**config.mk**
```make
export PLATFORM = sky130hd
export DESIGN_NAME = c_integer_literal_scanner_core
export DESIGN_NICKNAME = d
export VERILOG_FILES = /design/src/rtl/cils_pkg.sv /design/src/rtl/cils_queue.sv /design/src/rtl/cils_front.sv /design/src/rtl/cils_back.sv /design/src/rtl/c_integer_literal_scanner_core.sv
export VERILOG_INCLUDE_DIRS = /design/src /design/src/rtl
export SDC_FILE = /design/constraint.sdc
export NUM_CORES = 1
export LEC_CHECK = 0
export ABC_CLOCK_PERIOD_IN_PS = 6000
export BUFFER_PORTS_ARGS = -buffer_cell sky130_fd_sc_hd__buf_2
export CAP_MARGIN = 25
export CORE_ASPECT_RATIO = 1.25
export CORE_MARGIN = 2
export CORE_UTILIZATION = 42
export CTS_CLUSTER_DIAMETER = 30
export DETAILED_ROUTE_END_ITERATION = 6
export SLEW_MARGIN = 25
export SYNTH_ARGS = -nofsm -noshare
export SYNTH_HDL_FRONTEND = slang
export SYNTH_SLANG_ARGS = --single-unit
```
**constraint.sdc**
```tcl
create_clock -name i_clk -period 6 [get_ports i_clk]
set_input_delay 0.3 -clock i_clk [delete_from_list [all_inputs] [get_ports i_clk]]
set_output_delay 0.3 -clock i_clk [all_outputs]
set_load 0.02 [all_outputs]
```
**src/rtl/c_integer_literal_scanner_core_macros.svh**
```systemverilog
// Assertion macros shared by the scanner modules.
// Every module that uses them has a clock i_clk and an active-low reset i_rst_n.
`ifndef C_INTEGER_LITERAL_SCANNER_CORE_MACROS_SVH
`define C_INTEGER_LITERAL_SCANNER_CORE_MACROS_SVH

// Same-cycle implication, checked outside reset.
`define CILS_ASSERT_NOW(label, ante, cons, msg) \
    label: assert property (@(posedge i_clk) disable iff (!i_rst_n) (ante) |-> (cons)) \
        else $error(msg);

// Next-cycle implication, checked outside reset.
`define CILS_ASSERT_NEXT(label, ante, cons, msg) \
    label: assert property (@(posedge i_clk) disable iff (!i_rst_n) (ante) |=> (cons)) \
        else $error(msg);

`endif

```
**src/rtl/cils_pkg.sv**
```systemverilog
// Types and codes of the C integer literal scanner.
// No dependencies; used by every scanner module.
`timescale 1ns / 1ps

package cils_pkg;

    localparam int unsigned VALUE_W = 64;

    localparam logic [1:0] ERR_NONE     = 2'd0;
    localparam logic [1:0] ERR_INVALID  = 2'd1;
    localparam logic [1:0] ERR_SUFFIX   = 2'd2;
    localparam logic [1:0] ERR_FRACTION = 2'd3;

    localparam logic [1:0] RX_DEC = 2'd0;
    localparam logic [1:0] RX_BIN = 2'd1;
    localparam logic [1:0] RX_OCT = 2'd2;
    localparam logic [1:0] RX_HEX = 2'd3;

    localparam logic [2:0] SF_NONE = 3'd0;
    localparam logic [2:0] SF_L    = 3'd1;
    localparam logic [2:0] SF_LL   = 3'd2;
    localparam logic [2:0] SF_U    = 3'd3;
    localparam logic [2:0] SF_UL   = 3'd4;
    localparam logic [2:0] SF_ULL  = 3'd5;
    localparam logic [2:0] SF_F    = 3'd6;

    typedef enum logic [3:0] {
        PH_IDLE,
        PH_ZERO,
        PH_PREFIX,
        PH_DIGITS,
        PH_SUF_L,
        PH_SUF_LL,
        PH_SUF_U,
        PH_SUF_UL
    } t_phase;

    typedef struct packed {
        logic [7:0] ch;
        logic       at_end;
        logic       start_req;
    } t_in_item;

    typedef struct packed {
        logic               consumed;
        logic               done_res;
        logic [1:0]         error_code;
        logic [VALUE_W-1:0] value;
        logic [2:0]         suffix_code;
        logic [1:0]         radix_code;
    } t_out_item;

    // Classified character as it travels from the front end to the back end.
    // Every character flag is clear at end of input.
    typedef struct packed {
        logic       start;
        logic       eof;
        logic       is_zero;
        logic       is_nz;
        logic       is_hex;
        logic [3:0] digit;
        logic       is_term;
        logic       is_l;
        logic       is_u;
        logic       is_f;
        logic       is_x;
        logic       is_b;
        logic       is_dot;
    } t_cls_item;

endpackage

```
**src/rtl/cils_queue.sv**
```systemverilog
// Two-entry queue of classified characters between front and back end.
// Depends on cils_pkg and the scanner macro header.
`timescale 1ns / 1ps
`include "c_integer_literal_scanner_core_macros.svh"

module cils_queue
    import cils_pkg::*;
(
    input  logic      i_clk,
    input  logic      i_rst_n,
    input  logic      i_push,
    input  t_cls_item i_push_item,
    output logic      o_full,
    input  logic      i_pop,
    output t_cls_item o_head,
    output logic      o_empty
);

    localparam int unsigned DEPTH = 2;

    t_cls_item  r_mem [DEPTH];
    logic       r_wr_ptr, n_wr_ptr;
    logic       r_rd_ptr, n_rd_ptr;
    logic [1:0] r_count, n_count;

    assign o_full  = (r_count == 2'(DEPTH));
    assign o_empty = (r_count == 2'd0);
    assign o_head  = r_mem[r_rd_ptr];

    always_comb begin
        n_wr_ptr = i_push ? ~r_wr_ptr : r_wr_ptr;
        n_rd_ptr = i_pop ? ~r_rd_ptr : r_rd_ptr;
        n_count  = r_count;
        if (i_push && !i_pop) begin
            n_count = r_count + 2'd1;
        end else if (!i_push && i_pop) begin
            n_count = r_count - 2'd1;
        end
    end

    always_ff @(posedge i_clk) begin
        if (!i_rst_n) begin
            r_wr_ptr <= 1'b0;
            r_rd_ptr <= 1'b0;
            r_count  <= 2'd0;
        end else begin
            r_wr_ptr <= n_wr_ptr;
            r_rd_ptr <= n_rd_ptr;
            r_count  <= n_count;
        end
    end

    always_ff @(posedge i_clk) begin
        if (i_push) begin
            r_mem[r_wr_ptr] <= i_push_item;
        end
    end

    `CILS_ASSERT_NOW(a_no_overflow, i_push, (r_count != 2'(DEPTH)) || i_pop, "queue overflow")
    `CILS_ASSERT_NOW(a_no_underflow, i_pop, r_count != 2'd0, "pop from empty queue")
    `CILS_ASSERT_NEXT(a_count_up, i_push && !i_pop, r_count == $past(r_count) + 2'd1,
        "queue count did not follow a lone push")

endmodule

```
**src/rtl/cils_front.sv**
```systemverilog
// Front end: takes input transfers and classifies each character.
// Depends on cils_pkg.
`timescale 1ns / 1ps

module cils_front
    import cils_pkg::*;
(
    input  logic      i_in_valid,
    input  t_in_item  i_in_item,
    output logic      o_in_stall,
    input  logic      i_q_full,
    output logic      o_push,
    output t_cls_item o_push_item
);

    logic [7:0] s_ch;
    logic       s_live;
    logic       s_dec;
    logic       s_lo_af;
    logic       s_up_af;

    assign o_in_stall = i_q_full;
    assign o_push     = i_in_valid && !i_q_full;

    assign s_ch    = i_in_item.ch;
    assign s_live  = !i_in_item.at_end;
    assign s_dec   = (s_ch >= "0") && (s_ch <= "9");
    assign s_lo_af = (s_ch >= "a") && (s_ch <= "f");
    assign s_up_af = (s_ch >= "A") && (s_ch <= "F");

    always_comb begin
        o_push_item         = '0;
        o_push_item.start   = i_in_item.start_req;
        o_push_item.eof     = i_in_item.at_end;
        o_push_item.is_zero = s_live && (s_ch == "0");
        o_push_item.is_nz   = s_live && s_dec && (s_ch != "0");
        o_push_item.is_hex  = s_live && (s_dec || s_lo_af || s_up_af);
        // letters a..f and A..F share their low nibble: 1..6
        o_push_item.digit   = s_dec ? s_ch[3:0] : s_ch[3:0] + 4'd9;
        o_push_item.is_term = s_live && ((s_ch == ";") || (s_ch == ")") || (s_ch == "]") ||
                              (s_ch == "}") || (s_ch == " ") || (s_ch == 8'h09) ||
                              (s_ch == 8'h0A) || (s_ch == 8'h0B) || (s_ch == 8'h0C) ||
                              (s_ch == 8'h0D));
        o_push_item.is_l    = s_live && ((s_ch == "l") || (s_ch == "L"));
        o_push_item.is_u    = s_live && ((s_ch == "u") || (s_ch == "U"));
        o_push_item.is_f    = s_live && ((s_ch == "f") || (s_ch == "F"));
        o_push_item.is_x    = s_live && ((s_ch == "x") || (s_ch == "X"));
        o_push_item.is_b    = s_live && ((s_ch == "b") || (s_ch == "B"));
        o_push_item.is_dot  = s_live && (s_ch == ".");
    end

endmodule

```
**src/rtl/cils_back.sv**
```systemverilog
// Back end: literal state machine, value accumulator and result register.
// Depends on cils_pkg and the scanner macro header.
`timescale 1ns / 1ps
`include "c_integer_literal_scanner_core_macros.svh"

module cils_back
    import cils_pkg::*;
#(
    parameter int unsigned VALUE_BITS = 64
) (
    input  logic      i_clk,
    input  logic      i_rst_n,
    input  logic      i_q_empty,
    input  t_cls_item i_head,
    output logic      o_pop,
    output logic      o_out_valid,
    output t_out_item o_out_item,
    input  logic      i_out_stall
);

    typedef struct packed {
        logic       fin;
        logic       cons;
        logic       use_ok;
        logic [1:0] err;
        logic       add;
    } t_act;

    t_phase                r_phase, n_phase;
    logic [VALUE_BITS-1:0] r_accum, n_accum;
    logic [1:0]            r_radix, n_radix;
    logic                  r_bad, n_bad;
    logic [2:0]            r_suffix, n_suffix;
    logic                  r_out_valid;
    t_out_item             r_out, s_res;
    t_act                  s_act;
    logic [1:0]            s_err;

    function automatic logic digit_ok(input logic [1:0] rad, input logic [3:0] d);
        logic ok;
        case (rad)
            RX_DEC:  ok = (d < 4'd10);
            RX_BIN:  ok = (d < 4'd2);
            RX_OCT:  ok = (d < 4'd8);
            RX_HEX:  ok = 1'b1;
            default: ok = 1'b1;
        endcase
        return ok;
    endfunction

    // accum * radix + digit as shifts and adds; wraps at VALUE_BITS
    function automatic logic [VALUE_BITS-1:0] mul_add(input logic [VALUE_BITS-1:0] a,
                                                      input logic [1:0] rad,
                                                      input logic [3:0] d);
        logic [VALUE_BITS-1:0] dx;
        logic [VALUE_BITS-1:0] r;
        dx = VALUE_BITS'(d);
        case (rad)
            RX_DEC:  r = (a << 3) + (a << 1) + dx;
            RX_BIN:  r = (a << 1) + dx;
            RX_OCT:  r = (a << 3) + dx;
            RX_HEX:  r = (a << 4) + dx;
            default: r = a;
        endcase
        return r;
    endfunction

    assign o_pop       = !i_q_empty && (!r_out_valid || !i_out_stall);
    assign o_out_valid = r_out_valid;
    assign o_out_item  = r_out;

    // next state
    always_comb begin
        n_phase  = r_phase;
        n_accum  = r_accum;
        n_radix  = r_radix;
        n_bad    = r_bad;
        n_suffix = r_suffix;
        s_act    = '0;

        if (i_head.start) begin
            n_accum  = '0;
            n_radix  = RX_DEC;
            n_bad    = 1'b0;
            n_suffix = SF_NONE;
            n_phase  = PH_IDLE;
            if (i_head.is_zero) begin
                s_act.cons = 1'b1;
                n_phase    = PH_ZERO;
            end else if (i_head.is_nz) begin
                s_act.cons = 1'b1;
                s_act.add  = 1'b1;
                n_phase    = PH_DIGITS;
            end else begin
                s_act.fin = 1'b1;
                s_act.err = ERR_INVALID;
            end
        end else begin
            case (r_phase)
                PH_ZERO: begin
                    if (i_head.eof) begin
                        n_radix   = RX_OCT;
                        s_act.fin = 1'b1;
                        s_act.err = ERR_INVALID;
                    end else if (i_head.is_term) begin
                        s_act.fin    = 1'b1;
                        s_act.use_ok = 1'b1;
                    end else if (i_head.is_f) begin
                        n_suffix     = SF_F;
                        s_act.fin    = 1'b1;
                        s_act.cons   = 1'b1;
                        s_act.use_ok = 1'b1;
                    end else if (i_head.is_u) begin
                        n_suffix   = SF_U;
                        n_phase    = PH_SUF_U;
                        s_act.cons = 1'b1;
                    end else if (i_head.is_l) begin
                        n_suffix   = SF_L;
                        n_phase    = PH_SUF_L;
                        s_act.cons = 1'b1;
                    end else if (i_head.is_x) begin
                        n_radix    = RX_HEX;
                        n_phase    = PH_PREFIX;
                        s_act.cons = 1'b1;
                    end else if (i_head.is_b) begin
                        n_radix    = RX_BIN;
                        n_phase    = PH_PREFIX;
                        s_act.cons = 1'b1;
                    end else if (i_head.is_dot) begin
                        s_act.fin = 1'b1;
                        s_act.err = ERR_FRACTION;
                    end else begin
                        n_radix = RX_OCT;
                        if (i_head.is_hex) begin
                            s_act.add  = 1'b1;
                            s_act.cons = 1'b1;
                            n_phase    = PH_DIGITS;
                        end else begin
                            s_act.fin = 1'b1;
                            s_act.err = ERR_INVALID;
                        end
                    end
                end
                PH_PREFIX: begin
                    if (i_head.is_hex) begin
                        s_act.add  = 1'b1;
                        s_act.cons = 1'b1;
                        n_phase    = PH_DIGITS;
                    end else begin
                        s_act.fin = 1'b1;
                        s_act.err = ERR_INVALID;
                    end
                end
                PH_DIGITS: begin
                    // hex digits come first, so f and b are digits here
                    if (i_head.eof) begin
                        s_act.fin = 1'b1;
                        s_act.err = ERR_INVALID;
                    end else if (i_head.is_hex) begin
                        s_act.add  = 1'b1;
                        s_act.cons = 1'b1;
                    end else if (i_head.is_term) begin
                        s_act.fin    = 1'b1;
                        s_act.use_ok = 1'b1;
                    end else if (i_head.is_u) begin
                        n_suffix   = SF_U;
                        n_phase    = PH_SUF_U;
                        s_act.cons = 1'b1;
                    end else if (i_head.is_l) begin
                        n_suffix   = SF_L;
                        n_phase    = PH_SUF_L;
                        s_act.cons = 1'b1;
                    end else if (i_head.is_dot) begin
                        s_act.fin = 1'b1;
                        s_act.err = ERR_FRACTION;
                    end else begin
                        s_act.fin = 1'b1;
                        s_act.err = ERR_INVALID;
                    end
                end
                PH_SUF_L: begin
                    s_act.use_ok = 1'b1;
                    if (i_head.is_l) begin
                        n_suffix   = SF_LL;
                        n_phase    = PH_SUF_LL;
                        s_act.cons = 1'b1;
                    end else if (i_head.is_u) begin
                        n_suffix   = SF_UL;
                        s_act.fin  = 1'b1;
                        s_act.cons = 1'b1;
                    end else begin
                        s_act.fin = 1'b1;
                    end
                end
                PH_SUF_LL: begin
                    s_act.use_ok = 1'b1;
                    s_act.fin    = 1'b1;
                    if (i_head.is_u) begin
                        n_suffix   = SF_ULL;
                        s_act.cons = 1'b1;
                    end
                end
                PH_SUF_U: begin
                    s_act.use_ok = 1'b1;
                    if (i_head.is_l) begin
                        n_suffix   = SF_UL;
                        n_phase    = PH_SUF_UL;
                        s_act.cons = 1'b1;
                    end else begin
                        s_act.fin = 1'b1;
                    end
                end
                PH_SUF_UL: begin
                    s_act.use_ok = 1'b1;
                    s_act.fin    = 1'b1;
                    if (i_head.is_l) begin
                        n_suffix   = SF_ULL;
                        s_act.cons = 1'b1;
                    end
                end
                default: begin
                    n_phase = PH_IDLE;
                end
            endcase
        end

        if (s_act.add) begin
            if (digit_ok(n_radix, i_head.digit)) begin
                n_accum = mul_add(n_accum, n_radix, i_head.digit);
            end else begin
                n_bad = 1'b1;
            end
        end
        if (s_act.fin) begin
            n_phase = PH_IDLE;
        end
    end

    // result of the current step
    always_comb begin
        if (!s_act.use_ok) begin
            s_err = s_act.err;
        end else if (n_suffix == SF_F) begin
            s_err = ERR_SUFFIX;
        end else if (n_bad) begin
            s_err = ERR_INVALID;
        end else begin
            s_err = ERR_NONE;
        end

        s_res          = '0;
        s_res.consumed = s_act.cons;
        if (s_act.fin) begin
            s_res.done_res    = 1'b1;
            s_res.error_code  = s_err;
            s_res.value       = (s_err == ERR_NONE) ? VALUE_W'(n_accum) : '0;
            s_res.suffix_code = n_suffix;
            s_res.radix_code  = n_radix;
        end
    end

    always_ff @(posedge i_clk) begin
        if (!i_rst_n) begin
            r_phase     <= PH_IDLE;
            r_accum     <= '0;
            r_radix     <= RX_DEC;
            r_bad       <= 1'b0;
            r_suffix    <= SF_NONE;
            r_out_valid <= 1'b0;
        end else begin
            if (o_pop) begin
                r_phase     <= n_phase;
                r_accum     <= n_accum;
                r_radix     <= n_radix;
                r_bad       <= n_bad;
                r_suffix    <= n_suffix;
                r_out_valid <= 1'b1;
            end else if (!i_out_stall) begin
                r_out_valid <= 1'b0;
            end
        end
    end

    always_ff @(posedge i_clk) begin
        if (o_pop) begin
            r_out <= s_res;
        end
    end

    `CILS_ASSERT_NEXT(a_idle_after_done, o_pop && s_act.fin, r_phase == PH_IDLE,
        "literal not closed after a done result")
    `CILS_ASSERT_NOW(a_pending_is_clear, r_out_valid && !r_out.done_res,
        (r_out.error_code == ERR_NONE) && (r_out.value == '0) &&
        (r_out.suffix_code == SF_NONE) && (r_out.radix_code == RX_DEC),
        "pending result carries data")
    `CILS_ASSERT_NEXT(a_idle_step_empty, o_pop && !i_head.start && (r_phase == PH_IDLE),
        !r_out.consumed && !r_out.done_res, "idle step gave a non-empty result")

endmodule

```
**src/rtl/c_integer_literal_scanner_core.sv**
```systemverilog
// C integer literal scanner: top level joining front end, queue and back end.
// Depends on cils_pkg, cils_front, cils_queue and cils_back.
//
// Usage:
//   Input channel (i_in_valid / o_in_stall / i_in_item) carries one source
//   character per transfer, with at_end for end of input and start_req on the
//   first character of each literal. Output channel (o_out_valid / i_out_stall
//   / o_out_item) gives exactly one result per input transfer, in order.
//   A character is written into the queue; its result is registered once the
//   back end pops it. Throughput: one character per cycle unless the output
//   stalls; a front-end classify and one accumulator shift-add per character.
//   A two-entry queue separates the front end from the back end and the
//   result register, so input is still taken while a result is stalled.
//   When the receiver stalls, the result holds and the queue fills; once full,
//   o_in_stall rises until the back end drains an entry.
//   Reset (i_rst_n low, synchronous) empties the queue, drops the result and
//   returns the scanner to idle, awaiting a literal start.
`timescale 1ns / 1ps

module c_integer_literal_scanner_core
    import cils_pkg::*;
#(
    parameter int unsigned VALUE_BITS = 64
) (
    input  logic      i_clk,
    input  logic      i_rst_n,
    input  logic      i_in_valid,
    output logic      o_in_stall,
    input  t_in_item  i_in_item,
    output logic      o_out_valid,
    input  logic      i_out_stall,
    output t_out_item o_out_item
);

    logic      s_full;
    logic      s_push;
    t_cls_item s_push_item;
    logic      s_pop;
    logic      s_empty;
    t_cls_item s_head;

    cils_front u_front (
        .i_in_valid  (i_in_valid),
        .i_in_item   (i_in_item),
        .o_in_stall  (o_in_stall),
        .i_q_full    (s_full),
        .o_push      (s_push),
        .o_push_item (s_push_item)
    );

    cils_queue u_queue (
        .i_clk       (i_clk),
        .i_rst_n     (i_rst_n),
        .i_push      (s_push),
        .i_push_item (s_push_item),
        .o_full      (s_full),
        .i_pop       (s_pop),
        .o_head      (s_head),
        .o_empty     (s_empty)
    );

    cils_back #(
        .VALUE_BITS (VALUE_BITS)
    ) u_back (
        .i_clk       (i_clk),
        .i_rst_n     (i_rst_n),
        .i_q_empty   (s_empty),
        .i_head      (s_head),
        .o_pop       (s_pop),
        .o_out_valid (o_out_valid),
        .o_out_item  (o_out_item),
        .i_out_stall (i_out_stall)
    );

endmodule
```
Word-level counts from Yosys, hierarchy flattened. Memories as Yosys holds them, arrays and structs flattened. A register that Yosys moved wholly into a read port is not among the register bits. Cells that the tools add are included.

Bits of input ports: 14. Memories kept: 1. RAM bits: 32. Bits in read-only memories: 0. Word-level logic and storage cells: 262. Bits in latches: 0. Register bits: 152.

Memory list: u_queue.r_mem (words 2, bits a word 16, rd ports 1, clocked after Yosys merged registers in 1, write ports 1, line cils_queue.sv:21) `t_cls_item r_mem [DEPTH];`.

$lt $le $gt $ge: 9. Div/mod/pow operators: 0. Equality and inequality tests: 47. Reduce and logical (&&, ||, !) cells: 50. Bitwise operators: 2. Multipliers: 0. $add $sub $neg: 8. Muxes and demuxes: 130. Shift operators: 0.

Operator list (count): adder 64 x 4 -> 64 bit (4); 2-to-1 mux 64 bit (4); case mux 64 bit (4 select lines) (1); == test 8 x 7 -> 1 bit (second input constant) (12); 2-to-1 mux 4 bit (20); 2-to-1 mux 72 bit (1); 2-to-1 mux 3 bit (22); adder 64 bit (1); 2-to-1 mux 2 bit (27); 2-to-1 mux 1 bit (49); == test 8 x 4 -> 1 bit (second input constant) (5); == test 8 x 6 -> 1 bit (second input constant) (5); inequality test 4 x 3 -> 1 bit (second input constant) (8); case mux 4 bit (6 select lines) (1); logical AND 1 bit (18); case mux 3 bit (6 select lines) (1); logical OR 1 bit (17); == test 4 x 3 -> 1 bit (second input constant) (4); >= comparator 8 x 7 -> 1 bit (second input constant) (2); <= comparator 8 x 7 -> 1 bit (second input constant) (2); case mux 2 bit (7 select lines) (1); AND reduction 12 bit (1); case mux 3 bit (3 select lines) (1); == test 4 x 2 -> 1 bit (second input constant) (2); other kinds (25) (37).

Logic depth before layout (Yosys ltp).
Depth in word-level cells: 21. Gate-level depth with buffers: 23. Mapped depth without buffers: 15.

Cells and area by module. A second synthesis with hierarchy kept.

Cell total of the unflattened synthesis: 2200. Area total of the unflattened synthesis: 17586.9 µm².

By module, submodules not included: cils_back (cells each 2065, instances 1, area an instance 15773.9 µm²); cils_queue (cells each 72, instances 1, area an instance 1372.6 µm²); cils_front (cells each 63, instances 1, area an instance 440.4 µm²).

Worst setup path after synthesis. OpenSTA, ideal clock, no wires.

Path type: flip-flop to flip-flop. Start: register with a tool-made name. End: register u_back.r_accum[54]. Path buffers: 7. Path slack: 0.704 ns. Setup time: 0.122 ns. Cell stages (with the launch flop): 22. Arrival time: 5.174 ns. Data required time: 5.878 ns. Path through: dfxtp_1 > buf_6 > buf_6 > mux2i_4 > buf_2 > buf_2 > buf_2 > clkbuf_1 > clkbuf_1 > nand2_1 > fa_1 > inv_1 > fa_1 > a21o_1 > a221oi_1 > o31a_1 > or3_1 > a221oi_1 > o21ai_1 > a21o_1 > a21oi_1 > o311a_1.

RTL lines: end signal, assigned (line cils_back.sv:273) `r_accum <= n_accum;`; end, declared (line cils_back.sv:30) `logic [VALUE_BITS-1:0] r_accum, n_accum;`.

==> impl_metrics.toml <==
[run_status]
status = "finished clean"

[synth]
yosysTopAreaCell = "edfxtp_1"
synth.ff_latch_count = 185
synthFlopType = "edfxtp_1"
synth_common_cells = "268 x nand2_1, 186 x a21oi_1, 181 x nor2_1"
synth_edf_count = 105
synth_fp_nets = 2434
ys_seq_area_share_pct = 26.2
syn-cell-area_mm2 = 0.0182
synthArstFlopShare_pct = 0
yosys.area.top_type_share_pct = 17.4
yosys.cell_count.top_type = "nand2_1"
ys_warn_count = 0
synth_cell_types = 106
avgSynthCellArea_um2 = 7.94
synthTopCellsByArea = "edfxtp_1 17%, ha_1 9.0%, dfxtp_1 8.8%"
synth_cells = 2286

[detailed_routing]
via_count = 18855
avgRoutedWirePerCell_um = 24.8
viasPerCell = 6.59
drt_wl_total_mm = 70.9
drt_iter0_drc = 2186
drcViolationCount = 0
firstDrtPassIters = 7
ant_nets = 0

[floorplanning]
rows = 85
die_w_um = 190
initial_core_util_pct = 42.4
die_h_um = 236
dieArea_mm2 = 0.0449
coreArea_mm2 = 0.0429
io_pins = 89

[worst_setup_path]
max_stage_delay_ps = 540
arrival_ps = 5570
crit_family = "compound AO/OA/AOI/OAI gates"
cp_slowest_cell = "dfxtp_1"
worst_ep_required_time_ps = 6360
worst-setup-path-type = "reg -> reg"
path_cells = "buf_4, mux2_4, nor2_1, ha_1, ha_1, a21oi_1, nand2_1, a211oi_1, a2111oi_0, buf_4, o311ai_0, a211oi_1, buf_4, or3_1, a311oi_1, nor3_1"
end_kind = "flop"
cp_max_fo = 29
crit_path_start_kind = "flop"
cp.buffers_inverters = 3
path_common_cell = "buf_4"

[timing]
fmax_mhz = 192
finalSetupViolCount = 0
drv_slew = 0
hold_viol_final = 0
rsz0062_at_grt = "no"
fin_setup_tns_ps = 0
fin_crit_sh_pct = 86.8
slew_headroom_pct = 31.1
worstMarginPinSlew_ps = 1030
fin_worst_skew_ps = 24.8
fin_ws_ps = 794
period_minus_slack_ps = 5210

[power_and_ir_drop]
powerDensity_mw_per_mm2 = 301
cellLeakagePower_nw = 7.68
peakVddDrop_mv = 0.744

[cts]
hold_buffers = 0
clock_sinks = 185
path_clk_slew_ps = 100
cts_root_buf = "clkbuf_16"
h-tree-depth = 4
cts_tree = "built"
cts_inserted_buffers = 17
postCtsResizedCells = 0
cts_buffer_depth = 2
post_cts_buffers = 0
clock_latency_ps = 500

[hold_path]
min_path_type = "in -> reg"

[global_route]
antenna_found_initial = 0
grt_pass1_wl_mm = 108
gr-total-overflow = 0
track_usage_pct = 31.1
grt_pass1_vias = 18308
grt_max_degree = 65

[cells_and_area]
diodes = 0
syn2layout_area_growth_pct = 8.26
nNetsFinal = 2430
drive_above_1_share_pct = 10.5

[placed_design]
dpl.hpwl_mm = 51.7
routabilityCongestion = 0.960
io_buffer_count = 88
place_worst_setup_slack_ps = 803

[run]
cap_violations = 0
sequential cells by signal, summed over array words and instances (netlist names), named ones only:
name / count
u_back.r_radix: 2
u_back.o_out_item: 73
u_back.r_suffix: 3
u_queue.r_count: 2
u_queue.r_wr_ptr: 1
u_queue.r_mem: 32
u_back.r_phase: 4
u_queue.r_rd_ptr: 1
u_back.o_out_valid: 1
u_back.r_bad: 1
u_back.r_accum: 64
path summary, 6_finish.rpt:
path | startpoint | to | slack, ps | cells after the start
max | flop | u_back.r_accum[53]$_SDFFE_PN0P_ | 790 | 16
min | i_in_item[0] | u_queue.r_mem[0][15]$_DFFE_PP_ | 60 | 1
max reg2reg | flop | u_back.r_accum[53]$_SDFFE_PN0P_ | 790 | 16
min reg2reg | u_back.r_accum[63]$_SDFFE_PN0P_ | u_back.r_accum[63]$_SDFFE_PN0P_ | 470 | 2
power breakdown:
group | total [mW] | switching [mW] | internal (mW)
clock network | 1.25 | 0.650 | 0.602
registers | 1.94 | 0.217 | 1.72
logic | 2.73 | 1.96 | 0.766
stage by stage:
| stage | instances | hold slack, ps | total power [mW] | area [µm²] | util (%) |
|---|---|---|---|---|---|
| global placement | 2827 | 449 | 4.61 | 19000 | 44.4 |
| global route | 2860 | 49.5 | 6.18 | 19700 | 45.9 |
| detailed placement | 2827 | 458 | 4.62 | 19000 | 44.4 |
| floorplan | 2286 | 399 | 3.74 | 18200 | - |
| finish | 2860 | 64.5 | 5.92 | 19700 | 45.9 |
| CTS | 2859 | 49.5 | 5.88 | 19600 | 45.8 |
cells in the final DEF (no fill, tap or decap), drive strengths merged, types with 16 or more instances in the layout:
cell and instances:
and3 30, nand4 60, nor3 64, o211ai 27
mux2i 17, a211oi 38, nand2 268, o22ai 21
inv 103, dfxtp 80, nor2 185, a21o 39
nor4 29, buf 134, xnor2 126, nand3 108
or3 25, clkbuf 18, ha 131, a22oi 28
and2 25, edfxtp 105, a31oi 26, o21ai 96
xor2 30, a21oi 188, a221oi 16
layout make-up:
| type | count | area [µm²] |
|---|---|---|
| Clock inverter | 14 | 181 |
| Clock buffer | 18 | 429 |
| Tap cell | 565 | 707 |
| Fill cell | 4306 | 23200 |
| Sequential cell | 185 | 4750 |
| Inverter | 97 | 367 |
| Timing Repair Buffer | 134 | 806 |
| Multi-Input combinational cell | 1847 | 12400 |
per-layer routing:
layer	global-route usage, %	up-vias	part of all wire [%]
li1	-	8524	-
met1	38.3	8955	39
met2	50.1	1114	46
met3	5.17	262	8.4
met4	20.6	0	6.6
met5	0	-	0
cells by family after synthesis:
group                      count (synthesis)  share of synthesized area (%)
AOI/OAI and AO/OA                        658                           24.9
xor gates and xnor gates                 156                           7.52
adders and majority gates                134                           9.36
buffers and inverters                    254                           5.77
DFF                                      185                           26.2
muxes                                     27                           1.67
and+or+nand+nor                          872                           24.6
Note: power is estimated with default switching activity, not from simulation.
